File: src/rtl/assert_macros.svh
// ---------------------------------------------------------------------------
// Assertion macros
// Shared concurrent assertion forms for the packet-to-motor-command RTL.
// ---------------------------------------------------------------------------
`ifndef ASSERT_MACROS_SVH
`define ASSERT_MACROS_SVH

// Same-cycle implication, disabled during reset.
`define ASSERT_NOW(lbl, clk, rst_n, ante, cons, msg) \
    lbl: assert property (@(posedge clk) disable iff (!(rst_n)) (ante) |-> (cons)) \
        else $error(msg);

// Next-cycle implication, disabled during reset.
`define ASSERT_NEXT(lbl, clk, rst_n, ante, cons, msg) \
    lbl: assert property (@(posedge clk) disable iff (!(rst_n)) (ante) |=> (cons)) \
        else $error(msg);

`endif

File: src/rtl/pkt2mc_pkg.sv
// ---------------------------------------------------------------------------
// pkt2mc_pkg
// Types and constants shared by the packet-to-motor-command modules.
// ---------------------------------------------------------------------------
`timescale 1ns / 1ps

package pkt2mc_pkg;

    localparam int CMD_DEPTH_DEF = 4;
    localparam int RES_DEPTH_DEF = 4;

    localparam logic [15:0] SAFETY_PERIOD_RST = 16'd350;

    localparam logic [7:0] SOF_BYTE = 8'h01;
    localparam logic [7:0] ID_DRIVE = 8'hD7;
    localparam logic [7:0] ID_STOP  = 8'hE0;

    localparam logic [1:0] CAUSE_DRIVE = 2'd0;
    localparam logic [1:0] CAUSE_STOP  = 2'd1;
    localparam logic [1:0] CAUSE_WDOG  = 2'd2;

    typedef enum logic [1:0] {
        CMD_DRIVE,
        CMD_STOP,
        CMD_WDOG
    } t_cmd_kind;

    typedef struct packed {
        logic       req_type;
        logic [7:0] rx_byte;
    } t_req;

    typedef struct packed {
        logic [7:0] motor_byte;
        logic [1:0] cause;
        logic       last;
    } t_res;

    typedef struct packed {
        t_cmd_kind  kind;
        logic [7:0] drive;
        logic [7:0] steer;
    } t_cmd;

endpackage

File: src/rtl/pkt2mc_fifo.sv
// ---------------------------------------------------------------------------
// pkt2mc_fifo
// Small synchronous FIFO with first-word fall-through read.
// ---------------------------------------------------------------------------
`timescale 1ns / 1ps
`include "assert_macros.svh"

module pkt2mc_fifo import pkt2mc_pkg::*; #(
    parameter int WIDTH = 8,
    parameter int DEPTH = CMD_DEPTH_DEF
) (
    input  logic             i_clk,
    input  logic             i_rst_n,
    input  logic             i_push,
    input  logic [WIDTH-1:0] i_wdata,
    output logic             o_full,
    input  logic             i_pop,
    output logic [WIDTH-1:0] o_rdata,
    output logic             o_empty
);

    localparam int PTR_W = $clog2(DEPTH);
    localparam int CNT_W = $clog2(DEPTH + 1);
    localparam logic [PTR_W-1:0] PTR_LAST = PTR_W'(DEPTH - 1);
    localparam logic [CNT_W-1:0] CNT_FULL = CNT_W'(DEPTH);

    logic [WIDTH-1:0] r_mem [DEPTH];
    logic [PTR_W-1:0] r_wptr, n_wptr;
    logic [PTR_W-1:0] r_rptr, n_rptr;
    logic [CNT_W-1:0] r_count, n_count;
    logic             wr_en;
    logic             rd_en;

    assign o_full  = (r_count == CNT_FULL);
    assign o_empty = (r_count == '0);
    assign o_rdata = r_mem[r_rptr];
    assign wr_en   = i_push && !o_full;
    assign rd_en   = i_pop && !o_empty;

    always_comb begin
        n_wptr  = r_wptr;
        n_rptr  = r_rptr;
        n_count = r_count;
        if (wr_en) begin
            n_wptr = (r_wptr == PTR_LAST) ? '0 : r_wptr + 1'b1;
        end
        if (rd_en) begin
            n_rptr = (r_rptr == PTR_LAST) ? '0 : r_rptr + 1'b1;
        end
        if (wr_en && !rd_en) begin
            n_count = r_count + 1'b1;
        end else if (rd_en && !wr_en) begin
            n_count = r_count - 1'b1;
        end
    end

    always_ff @(posedge i_clk) begin
        if (!i_rst_n) begin
            r_wptr  <= '0;
            r_rptr  <= '0;
            r_count <= '0;
        end else begin
            r_wptr  <= n_wptr;
            r_rptr  <= n_rptr;
            r_count <= n_count;
        end
    end

    always_ff @(posedge i_clk) begin
        if (wr_en) begin
            r_mem[r_wptr] <= i_wdata;
        end
    end

    `ASSERT_NOW(a_count_range, i_clk, i_rst_n, 1'b1, r_count <= CNT_FULL, "fifo count overflow")
    `ASSERT_NEXT(a_count_inc, i_clk, i_rst_n, wr_en && !rd_en, r_count == $past(r_count) + 1'b1, "fifo count did not increment")
    `ASSERT_NEXT(a_count_dec, i_clk, i_rst_n, rd_en && !wr_en, r_count == $past(r_count) - 1'b1, "fifo count did not decrement")

endmodule

File: src/rtl/pkt2mc_front.sv
// ---------------------------------------------------------------------------
// pkt2mc_front
// Frame deframer and watchdog; turns accepted items into motor commands.
// ---------------------------------------------------------------------------
`timescale 1ns / 1ps

module pkt2mc_front import pkt2mc_pkg::*; (
    input  logic        i_clk,
    input  logic        i_rst_n,
    input  logic        i_cfg_we,
    input  logic [15:0] i_cfg_wdata,
    input  logic        i_accept,
    input  t_req        i_req,
    output logic        o_cmd_push,
    output t_cmd        o_cmd
);

    localparam logic [4:0] POS_START = 5'd0;
    localparam logic [4:0] POS_ID    = 5'd1;
    localparam logic [4:0] POS_ACK   = 5'd6;
    localparam logic [4:0] POS_DRIVE = 5'd8;
    localparam logic [4:0] POS_STEER = 5'd9;
    localparam logic [4:0] POS_LAST  = 5'd16;

    logic [15:0] r_period;
    logic [4:0]  r_pos, n_pos;
    logic [7:0]  r_id, n_id;
    logic [7:0]  r_drive, n_drive;
    logic [7:0]  r_steer, n_steer;
    logic        r_ack, n_ack;
    logic        r_latched, n_latched;
    logic [15:0] r_elapsed, n_elapsed;
    logic [4:0]  pos_eff;
    logic [7:0]  rx;

    assign pos_eff = (r_pos > POS_LAST) ? POS_START : r_pos;
    assign rx      = i_req.rx_byte;

    always_comb begin
        n_pos       = r_pos;
        n_id        = r_id;
        n_drive     = r_drive;
        n_steer     = r_steer;
        n_ack       = r_ack;
        n_latched   = r_latched;
        n_elapsed   = r_elapsed;
        o_cmd_push  = 1'b0;
        o_cmd.kind  = CMD_STOP;
        o_cmd.drive = r_drive;
        o_cmd.steer = r_steer;
        if (i_accept) begin
            if (i_req.req_type) begin
                if (r_elapsed >= r_period) begin
                    n_elapsed = '0;
                    if (r_ack) begin
                        n_latched = 1'b0;
                    end else if (!r_latched) begin
                        o_cmd_push = 1'b1;
                        o_cmd.kind = CMD_WDOG;
                        n_latched  = 1'b1;
                    end
                    n_ack = 1'b0;
                end else begin
                    n_elapsed = r_elapsed + 16'd1;
                end
            end else begin
                n_pos = pos_eff + 5'd1;
                unique case (pos_eff)
                    POS_START: begin
                        n_pos = (rx == SOF_BYTE) ? POS_ID : POS_START;
                    end
                    POS_ID: begin
                        n_id = rx;
                    end
                    POS_ACK: begin
                        if (rx > 8'd1) begin
                            n_pos = POS_START;
                        end else begin
                            n_ack = rx[0];
                        end
                    end
                    POS_DRIVE: begin
                        n_drive = rx;
                    end
                    POS_STEER: begin
                        n_steer = rx;
                    end
                    POS_LAST: begin
                        n_pos = POS_START;
                        if (r_id == ID_STOP) begin
                            o_cmd_push = 1'b1;
                            o_cmd.kind = CMD_STOP;
                        end else if (r_id == ID_DRIVE) begin
                            o_cmd_push = 1'b1;
                            o_cmd.kind = CMD_DRIVE;
                        end
                    end
                    default: begin
                    end
                endcase
            end
        end
    end

    always_ff @(posedge i_clk) begin
        if (!i_rst_n) begin
            r_period  <= SAFETY_PERIOD_RST;
            r_pos     <= POS_START;
            r_id      <= '0;
            r_drive   <= '0;
            r_steer   <= '0;
            r_ack     <= 1'b0;
            r_latched <= 1'b0;
            r_elapsed <= '0;
        end else begin
            if (i_cfg_we) begin
                r_period <= i_cfg_wdata;
            end
            r_pos     <= n_pos;
            r_id      <= n_id;
            r_drive   <= n_drive;
            r_steer   <= n_steer;
            r_ack     <= n_ack;
            r_latched <= n_latched;
            r_elapsed <= n_elapsed;
        end
    end

endmodule

File: src/rtl/pkt2mc_back.sv
// ---------------------------------------------------------------------------
// pkt2mc_back
// Command executor: drive-mix arithmetic pipeline and result emission.
// ---------------------------------------------------------------------------
`timescale 1ns / 1ps
`include "assert_macros.svh"

module pkt2mc_back import pkt2mc_pkg::*; (
    input  logic i_clk,
    input  logic i_rst_n,
    input  t_cmd i_cmd,
    input  logic i_cmd_empty,
    output logic o_cmd_pop,
    output logic o_res_push,
    output t_res o_res,
    input  logic i_res_full
);

    // reciprocals: ceil(2^21/125) and ceil(2^24/1000), exact over the input ranges
    localparam logic [14:0] RECIP_125  = 15'd16778;
    localparam logic [14:0] RECIP_1000 = 15'd16778;

    typedef struct packed {
        t_cmd_kind   kind;
        logic [13:0] nc;
        logic [13:0] t_abs;
        logic        t_neg;
    } t_s1;

    typedef struct packed {
        t_cmd_kind  kind;
        logic [6:0] c;
        logic [3:0] o_mag;
        logic       o_neg;
    } t_s2;

    logic        r_s1_v;
    t_s1         r_s1, n_s1;
    logic        r_s2_v;
    t_s2         r_s2, n_s2;
    logic        r_phase;
    logic        s2_done;
    logic        s2_free;
    logic        s1_free;
    logic [14:0] steer_prod;
    logic [28:0] c_prod;
    logic [28:0] o_prod;
    logic [7:0]  o_val;
    logic [7:0]  m1;
    logic [7:0]  m2;

    assign s2_done    = o_res_push && (r_s2.kind != CMD_DRIVE || r_phase);
    assign s2_free    = !r_s2_v || s2_done;
    assign s1_free    = !r_s1_v || s2_free;
    assign o_cmd_pop  = s1_free && !i_cmd_empty;
    assign o_res_push = r_s2_v && !i_res_full;

    assign steer_prod = {7'd0, i_cmd.steer} * 15'd117;

    always_comb begin
        n_s1.kind = i_cmd.kind;
        n_s1.nc   = {6'd0, i_cmd.drive} * 14'd47 + 14'd124;
        if (steer_prod >= 15'd15000) begin
            n_s1.t_abs = 14'(steer_prod - 15'd15000);
            n_s1.t_neg = 1'b0;
        end else begin
            n_s1.t_abs = 14'(15'd15000 - steer_prod);
            n_s1.t_neg = 1'b1;
        end
    end

    assign c_prod = {15'd0, r_s1.nc} * {14'd0, RECIP_125};
    assign o_prod = {15'd0, r_s1.t_abs} * {14'd0, RECIP_1000};

    always_comb begin
        n_s2.kind  = r_s1.kind;
        n_s2.c     = c_prod[27:21];
        n_s2.o_mag = o_prod[27:24];
        n_s2.o_neg = r_s1.t_neg;
    end

    assign o_val = r_s2.o_neg ? (8'd0 - {4'd0, r_s2.o_mag}) : {4'd0, r_s2.o_mag};
    assign m1    = 8'd112 - {1'b0, r_s2.c} + o_val;
    assign m2    = 8'd240 - {1'b0, r_s2.c} - o_val;

    always_comb begin
        o_res.motor_byte = 8'd0;
        o_res.cause      = CAUSE_STOP;
        o_res.last       = 1'b1;
        unique case (r_s2.kind)
            CMD_DRIVE: begin
                o_res.motor_byte = r_phase ? m2 : m1;
                o_res.cause      = CAUSE_DRIVE;
                o_res.last       = r_phase;
            end
            CMD_WDOG: begin
                o_res.cause = CAUSE_WDOG;
            end
            default: begin
                o_res.cause = CAUSE_STOP;
            end
        endcase
    end

    always_ff @(posedge i_clk) begin
        if (!i_rst_n) begin
            r_s1_v  <= 1'b0;
            r_s2_v  <= 1'b0;
            r_phase <= 1'b0;
        end else begin
            if (s1_free) begin
                r_s1_v <= o_cmd_pop;
            end
            if (s2_free) begin
                r_s2_v <= r_s1_v;
            end
            if (s2_done) begin
                r_phase <= 1'b0;
            end else if (o_res_push) begin
                r_phase <= 1'b1;
            end
        end
    end

    always_ff @(posedge i_clk) begin
        if (s1_free) begin
            r_s1 <= n_s1;
        end
        if (s2_free) begin
            r_s2 <= n_s2;
        end
    end

    `ASSERT_NOW(a_phase_drive, i_clk, i_rst_n, r_phase, r_s2_v && r_s2.kind == CMD_DRIVE, "second result phase outside a drive command")
    `ASSERT_NOW(a_first_of_two, i_clk, i_rst_n, o_res_push && !o_res.last, r_s2.kind == CMD_DRIVE && !r_phase, "non-final result outside first drive byte")
    `ASSERT_NEXT(a_drain, i_clk, i_rst_n, s2_done && !r_s1_v, !r_s2_v, "result stage not released after final transfer")

endmodule

File: src/rtl/packet_to_motor_command.sv
// ---------------------------------------------------------------------------
// packet_to_motor_command
// Deframes link packets into motor bytes, with a millisecond stop watchdog.
// ---------------------------------------------------------------------------
// Usage:
//   Input queue: drive i_req and raise push; the transfer happens on a clock
//   edge with push high and full low. An item is a link byte or a 1 ms tick.
//   Result queue: while empty is low, o_res holds the oldest result; raise pop
//   to take it. A drive packet gives two results (last low, then last high);
//   a stop packet or a watchdog stop gives one; other items give none.
//   Config: i_cfg_we with i_cfg_wdata writes the watchdog period; write it
//   only while the block is idle.
//   Path: a result passes the command queue, stages s1 and s2, and the result queue.
//   Throughput: one item per cycle while full is low; a drive packet holds
//   the emit stage for both its bytes; the result queue takes one per cycle.
//   Stall: when pop stays low the result queue fills, the execute pipeline
//   and command queue back up, and full rises; nothing is lost.
//   Reset (synchronous, active low): queues empty, frame awaits a start byte,
//   watchdog state clear, period back to 350 ticks.
// ---------------------------------------------------------------------------
`timescale 1ns / 1ps

module packet_to_motor_command import pkt2mc_pkg::*; #(
    parameter int CMD_DEPTH = CMD_DEPTH_DEF,
    parameter int RES_DEPTH = RES_DEPTH_DEF
) (
    input  logic        i_clk,
    input  logic        i_rst_n,
    input  logic        i_cfg_we,
    input  logic [15:0] i_cfg_wdata,
    input  logic        push,
    output logic        full,
    input  t_req        i_req,
    output logic        empty,
    input  logic        pop,
    output t_res        o_res
);

    logic accept;
    logic cmd_push;
    t_cmd cmd_in;
    t_cmd cmd_out;
    logic cmd_full;
    logic cmd_empty;
    logic cmd_pop;
    logic res_push;
    t_res res_in;
    logic res_full;

    assign accept = push && !cmd_full;
    assign full   = cmd_full;

    pkt2mc_front u_front (
        .i_clk       (i_clk),
        .i_rst_n     (i_rst_n),
        .i_cfg_we    (i_cfg_we),
        .i_cfg_wdata (i_cfg_wdata),
        .i_accept    (accept),
        .i_req       (i_req),
        .o_cmd_push  (cmd_push),
        .o_cmd       (cmd_in)
    );

    pkt2mc_fifo #(
        .WIDTH ($bits(t_cmd)),
        .DEPTH (CMD_DEPTH)
    ) u_cmd_q (
        .i_clk   (i_clk),
        .i_rst_n (i_rst_n),
        .i_push  (cmd_push),
        .i_wdata (cmd_in),
        .o_full  (cmd_full),
        .i_pop   (cmd_pop),
        .o_rdata (cmd_out),
        .o_empty (cmd_empty)
    );

    pkt2mc_back u_back (
        .i_clk       (i_clk),
        .i_rst_n     (i_rst_n),
        .i_cmd       (cmd_out),
        .i_cmd_empty (cmd_empty),
        .o_cmd_pop   (cmd_pop),
        .o_res_push  (res_push),
        .o_res       (res_in),
        .i_res_full  (res_full)
    );

    pkt2mc_fifo #(
        .WIDTH ($bits(t_res)),
        .DEPTH (RES_DEPTH)
    ) u_res_q (
        .i_clk   (i_clk),
        .i_rst_n (i_rst_n),
        .i_push  (res_push),
        .i_wdata (res_in),
        .o_full  (res_full),
        .i_pop   (pop),
        .o_rdata (o_res),
        .o_empty (empty)
    );

endmodule
File: config.mk
export PLATFORM = sky130hd
export DESIGN_NAME = packet_to_motor_command
export DESIGN_NICKNAME = d
export VERILOG_FILES = /design/src/rtl/pkt2mc_pkg.sv /design/src/rtl/pkt2mc_fifo.sv /design/src/rtl/pkt2mc_front.sv /design/src/rtl/pkt2mc_back.sv /design/src/rtl/packet_to_motor_command.sv
export VERILOG_INCLUDE_DIRS = /design/src /design/src/rtl
export SDC_FILE = /design/constraint.sdc
export NUM_CORES = 1
export LEC_CHECK = 0
export BUFFER_PORTS_ARGS = -buffer_cell sky130_fd_sc_hd__buf_2
export CORE_ASPECT_RATIO = 1.25
export CORE_MARGIN = 5
export CORE_UTILIZATION = 60
export CTS_CLUSTER_SIZE = 8
export DETAILED_ROUTE_END_ITERATION = 6
export HOLD_SLACK_MARGIN = 0.12
export PLACE_DENSITY_LB_ADDON = 0.05
export SLEW_MARGIN = 20
export SYNTH_ARGS = -nofsm -noshare
export SYNTH_HDL_FRONTEND = slang
export SYNTH_HIERARCHICAL = 1
export SYNTH_SLANG_ARGS = --single-unit
File: constraint.sdc
create_clock -name i_clk -period 7.8 [get_ports i_clk]
set_clock_uncertainty 0.1 [all_clocks]
set_input_delay 1.17 -clock i_clk [delete_from_list [all_inputs] [get_ports i_clk]]
set_output_delay 1.17 -clock i_clk [all_outputs]
set_load 0.01 [all_outputs]
=== Yosys cells after proc, flatten, opt, wreduce, memory -nomap -nowiden ===
Memory sizes are Yosys's and may differ from the RTL's. A register that Yosys moved wholly into a read port is not among the register bits.
Cells that the tools add are included.
Widths: inputs -> output; s select.

* $add $sub $neg: 18
* Multipliers: 4
* $lt $le $gt $ge: 4
* Equality and inequality tests: 17
* Mux-type cells: 48
* Bitwise gates (word level): 2
* Reduce and logical (&&, ||, !) cells: 41

{| class="wikitable"
|+ Operator list
! operator !! count
|-
| $mul 14x14->27 const B || 2
|-
| $mux 2 || 15
|-
| $mux 8 || 3
|-
| $mux 1 || 20
|-
| $add 16x1->16 const B || 1
|-
| $eq 8x8->1 const B || 2
|-
| $ge 16x16->1 || 1
|-
| $mux 16 || 1
|-
| $ge 15x14->1 const B || 1
|-
| $mul 8x7->15 const B || 1
|-
| $mux 15 || 1
|-
| $pmux 5 s3 || 1
|-
| $add 14x7->14 const B || 1
|-
| $mul 8x6->14 const B || 1
|-
| $sub 14x14->14 const A || 1
|-
| $sub 14x14->14 const B || 1
|-
| $logic_and 1x1->1 || 12
|-
| $mux 3 || 4
|-
| $reduce_and 3->1 || 4
|-
| $eq 2x2->1 const B || 5
|-
| $eq 5x4->1 const B || 2
|-
| $logic_not 1->1 || 10
|-
| $mux 5 || 2
|-
| $add 2x1->2 const B || 4
|-
| 27 further kinds || 38
|}

* Flip-flop bits (word level): 125
* RAM bits: 116
* Input port bits: 30
* Word-level logic and storage cells: 161
* Memories: 2

{| class="wikitable"
|+ Memory list
! name !! words !! bits a word !! rd ports !! clocked after Yosys merged registers in !! write ports !! line !! text
|-
| u_cmd_q.r_mem || 4 || 18 || 1 || 1 || 1 || pkt2mc_fifo.sv:27 || <nowiki>logic [WIDTH-1:0] r_mem [DEPTH];</nowiki>
|-
| u_res_q.r_mem || 4 || 11 || 1 || 1 || 1 || pkt2mc_fifo.sv:27 ||
|}

=== Depth between registers and ports, before layout ===
* Word-level depth: 11
* Mapped depth: 20
* Mapped depth without buffers: 19

=== By module ===
The synthesis kept the hierarchy.

{| class="wikitable"
|+ Modules (own cells, without submodules)
! module !! instances !! cells each !! area each (µm²) !! seq. area each (µm²)
|-
| pkt2mc_back || 1 || 982 || 9629.2 || 1411.4
|-
| pkt2mc_front || 1 || 337 || 3155.5 || 1261.2
|-
| pkt2mc_fifo at u_cmd_q || 1 || 145 || 3119.2 || 2342.2
|-
| pkt2mc_fifo at u_res_q || 1 || 108 || 2060.7 || 1501.4
|-
| packet_to_motor_command || 1 || 1 || 13.8 || 0.0
|}

=== Worst setup path before layout ===
OpenSTA, ideal clock, no wires.

* Path type: flip-flop to flip-flop
* Start: reg (tool-made name)
* End: reg u_back/r_s1[6] in the netlist's numbering (data pin)
* Arrival: 5.192 ns
* Data required time: 7.437 ns
* Setup slack: 2.245 ns
* Stages on the path, launching flop included: 21
* Buffers on the path: 2
* Period minus slack after synthesis: 5.555 ns
* Path through: dfxtp_1 -> buf_6 -> mux4_1 -> inv_1 -> fa_1 -> inv_1 -> fa_1 -> ha_1 -> inv_1 -> fa_1 -> inv_1 -> ha_1 -> inv_1 -> a211o_2 -> a311oi_4 -> or4b_1 -> o211ai_2 -> a41oi_4 -> buf_6 -> mux2i_1 -> xnor2_1

{| class="wikitable"
|+ RTL lines
! element !! line !! text
|-
| end signal: assignment || pkt2mc_back.sv:127 || <nowiki>r_s1 <= n_s1;</nowiki>
|-
| end: declaration || pkt2mc_back.sv:38 || <nowiki>t_s1 r_s1, n_s1;</nowiki>
|}

==> metrics.md <==
| Metric | Value |
|---|---|
| Cell variety after synth | `83` |
| Gpl congestion | `0.871` |
| Post-synthesis simple-gate area fraction | `8.56%` |
| Data required, critical path | `7.94 ns` |
| Sw Pwr | `0.656 mW` |
| Fin. max-slew vios | `0` |
| Vias in the first global route | `11,700` |
| Layout cell share with drive strength beyond 1 | `8.42%` |
| Sequential share of power | `47.4%` |
| CTS Buffer Depth | `3` |
| Commonest non-fill, non-tap cell in the layout | `ha_1` |
| Setup_tns | `0 ns` |
| Hold/Removal Path Class | `flop to flop` |
| Critical path class | `flop to flop` |
| Clock power share | `46.2%` |
| Area growth syn-to-layout | `8.80%` |
| Largest family of logic cells by synthesized area | `adder cells` |
| DRC | `0` |
| CTS tree | `done` |
| GRT overflow | `0` |
| # H-tree levels | `2` |
| Die Width | `165 um` |
| First DRT Iteration DRCs | `426` |
| Initial Util | `61.1%` |
| Critical Path AT | `6.65 ns` |
| Final hold viol count | `0` |
| Flops & latches, synth | `245` |
| Sink of the worst hold path | `u_back/r_s2[0]$_DFFE_PP_` |
| Critical Path End Type | `flop` |
| Inserted Diodes | `0` |
| Top Ports | `43` |
| Die Area | `0.0335 mm^2` |
| Fin crit period | `6.51 ns` |
| Seq/Total Area, Yosys | `36.2%` |
| Reg2reg end | `u_back/r_s1[11]$_DFFE_PN_` |
| Post-Route WL | `31,500 um` |
| Via count | `11,100` |
| Vias/cell | `5.42` |
| Most used flip-flop cell after synthesis | `edfxtp_1` |
| Post-synthesis adder-cell area fraction | `31.2%` |
| Total CTS buffers | `36` |
| Worst R2R Setup Slack | `1.29 ns` |
| Hold Crit Depth | `0` |
| Util after Layout | `66.5%` |
| Die height | `204 um` |
| Post-DR wirelength/cell | `15.4 um` |
| Post-synthesis mux area share | `6.25%` |
| Period utilisation layout | `83.5%` |
| Int Pwr | `2.35 mW` |
| Post_cts resized | `0` |
| Compound-Gate Fraction of Synth Area | `7.98%` |
| Worst-Margin Slew | `0.957 ns` |
| Post-DP HPWL | `24,200 um` |
| First-pass GRT wire length | `54,300 um` |
| Syn Nets | `2,002` |
| Post-CTS Setup Repair Bufs | `0` |
| Crit path max fanout | `13` |
| Final setup viols | `0` |
| Power per cell area | `154 mW/mm^2` |
| Switching Fraction | `21.8%` |
| Fmax | `154 MHz` |
| Synth async-reset ratio | `0%` |
| Part of the power in combinational logic | `6.5%` |
| Rows | `70` |
| Post-Syn Instances | `1,573` |
| Yosys top cell area share | `26.9%` |
| GRT Resource Usage Total | `19.7%` |
| Buffers added on ports | `42` |
| Root Driver | `clkbuf_16` |
| Total design power | `3.01 mW` |
| Worst Min Path Start | `u_back/n_s2[0]$_DFFE_PN_` |
| Initial antenna violation count | `0` |
| Max_slew headroom | `36.2%` |
| Syn. warnings | `6` |
| Drt pass-1 iters | `4` |
| Hold buffers post-CTS | `0` |
| Worst slack, placed | `1.29 ns` |
| Avg Cell Area, Syn | `11.4 um^2` |
| EDFF count, synth | `161` |
| Sink Count | `245` |
| Synth Area in XOR/XNOR | `3.26%` |
| Leakage | `8.77 nW` |
| Skew-Pair Late Insertion Delay | `0.51 ns` |
| Fill count | `2,348` |
| Synth area leaders | `edfxtp_1 (27%), ha_1 (22%), dfxtp_1 (9.4%)` |
| Pin count of the biggest net entering global routing | `77` |
| Type of origin of the critical path | `flop` |
| Reg2Reg Depth | `18` |
| Max-cap check violation count | `0` |
| Peak supply drop | `0.175 mV` |
| RSZ-0062 raised after global routing | `no` |
| Yosys top cell by area | `edfxtp_1` |
| Clock Pin Slew Worst Setup and Hold Paths | `0.05 ns` |
| CORE AREA | `0.0294 mm^2` |
| Synth Cell Area | `0.0180 mm^2` |
| Most frequent cells in the layout | `ha_1 (318), inv_1 (268), edfxtp_1 (161), dfxtp_1 (84), fa_1 (81)` |
| Outcome | `finished clean` |
| Detail Route Antenna Nets | `0` |
| Post-route worst setup slack | `1.29 ns` |
| Nets | `2,055` |
sequential cells by signal, summed over array words and instances, names as in the netlist, named ones only:
signal and count:
u_cmd_q/r_mem 72, u_res_q/r_mem 44, u_back/r_s1 28, u_front/r_elapsed 16
u_front/r_period 16, u_back/r_s2 14, u_front/r_drive 8, u_front/r_id 8
u_front/r_steer 8, u_front/r_pos 5, u_back/n_s2 3, u_cmd_q/r_count 3
u_res_q/r_count 3, u_cmd_q/r_rptr 2, u_cmd_q/r_wptr 2, u_res_q/r_rptr 2
u_res_q/r_wptr 2, u_back/r_phase 1, u_back/r_s1_v 1, u_back/r_s2_v 1
u_front/r_ack 1, u_front/r_latched 1
worst max path at each step:
stage,endpoint,slack (ns),depth (start not counted)
6_report,u_back/r_s1[11]$_DFFE_PN_,1.29,18
3_3_place_gp,u_back/r_s1[11]$_DFFE_PN_,1.43,18
4_1_cts,u_back/r_s1[11]$_DFFE_PN_,1.28,18
2_1_floorplan,u_back/r_s1[6]$_DFFE_PN_,2.25,20
5_1_grt,u_back/r_s1[11]$_DFFE_PN_,0.85,18
3_5_place_dp,u_back/r_s1[11]$_DFFE_PN_,1.29,18
Yosys cell counts (all sizes together) (7+ instances only):
cell,instances
a21boi,11
a21o,24
a21oi,48
and2,13
and3,8
buf,14
clkbuf,17
dfxtp,84
edfxtp,161
fa,81
ha,318
inv,268
mux2i,44
mux4,29
nand2,62
nand2b,11
nand3,17
nand4,16
nor2,65
nor2b,55
nor3,16
o211ai,13
o21a,7
o21ai,41
xnor2,36
xor2,31
per-stage QoR:
| stage | instance area (um^2) | hold WS [ns] | instances |
|---|---|---|---|
| final | 19600 | 0.323 | 2046 |
| after global routing | 19600 | 0.329 | 2046 |
| after CTS | 19600 | 0.322 | 2046 |
| after detailed placement | 18500 | 0.315 | 1984 |
| after global placement | 18500 | 0.303 | 1984 |
| after floorplan | 18000 | 0.300 | 1573 |
per-layer routing:
layer  wire, um  track usage (%)
met1      13200             23.3
met2      16900             37.0
met5          0                0
met3        842             2.95
met4        660             5.32
worst max-delay path, stage by stage (launching register included):
cell and delay, ns:
dfxtp_1 0.64, mux4_1 0.76, inv_1 0.18, fa_1 0.40, inv_1 0.08, fa_1 0.42
ha_1 0.29, inv_1 0.05, fa_1 0.49, inv_1 0.04, ha_1 0.39, inv_1 0.14
a211o_2 0.33, a21oi_1 0.20, nor2_1 0.07, xnor2_1 0.71, a41oi_4 0.40, o32ai_1 0.44
xor2_1 0.11
power groups by stage:
stage               clock [mW]  combinational (mW)  sequential (mW)
finish                    1.39               0.194             1.43
global route              1.50               0.219             1.43
CTS                       1.43               0.198             1.43
detailed placement           0               0.197             1.45
global placement             0               0.193             1.45
floorplan                    0               0.159             1.43
logic make-up after synthesis:
group / after synthesis
XOR/XNOR: 67
AO/OA/AOI/OAI: 199
AND/OR/NAND/NOR: 291
flip-flops: 245
buffers and inverters: 299
multiplexers: 73
adder cells (fa/ha/maj): 399
final cells by class:
type                            instances  area, um^2  share of cell area, %
Clock inverter                          3        30.0                  0.154
Sequential cell                       245        6520                   33.3
Clock buffer                           59         987                   5.05
Tap cell                              396         495                   2.53
Multi-Input combinational cell       1029       10300                   52.6
Timing Repair Buffer                   46         240                   1.23
Inverter                              268        1010                   5.14
Power figures use the tool's default switching activity.
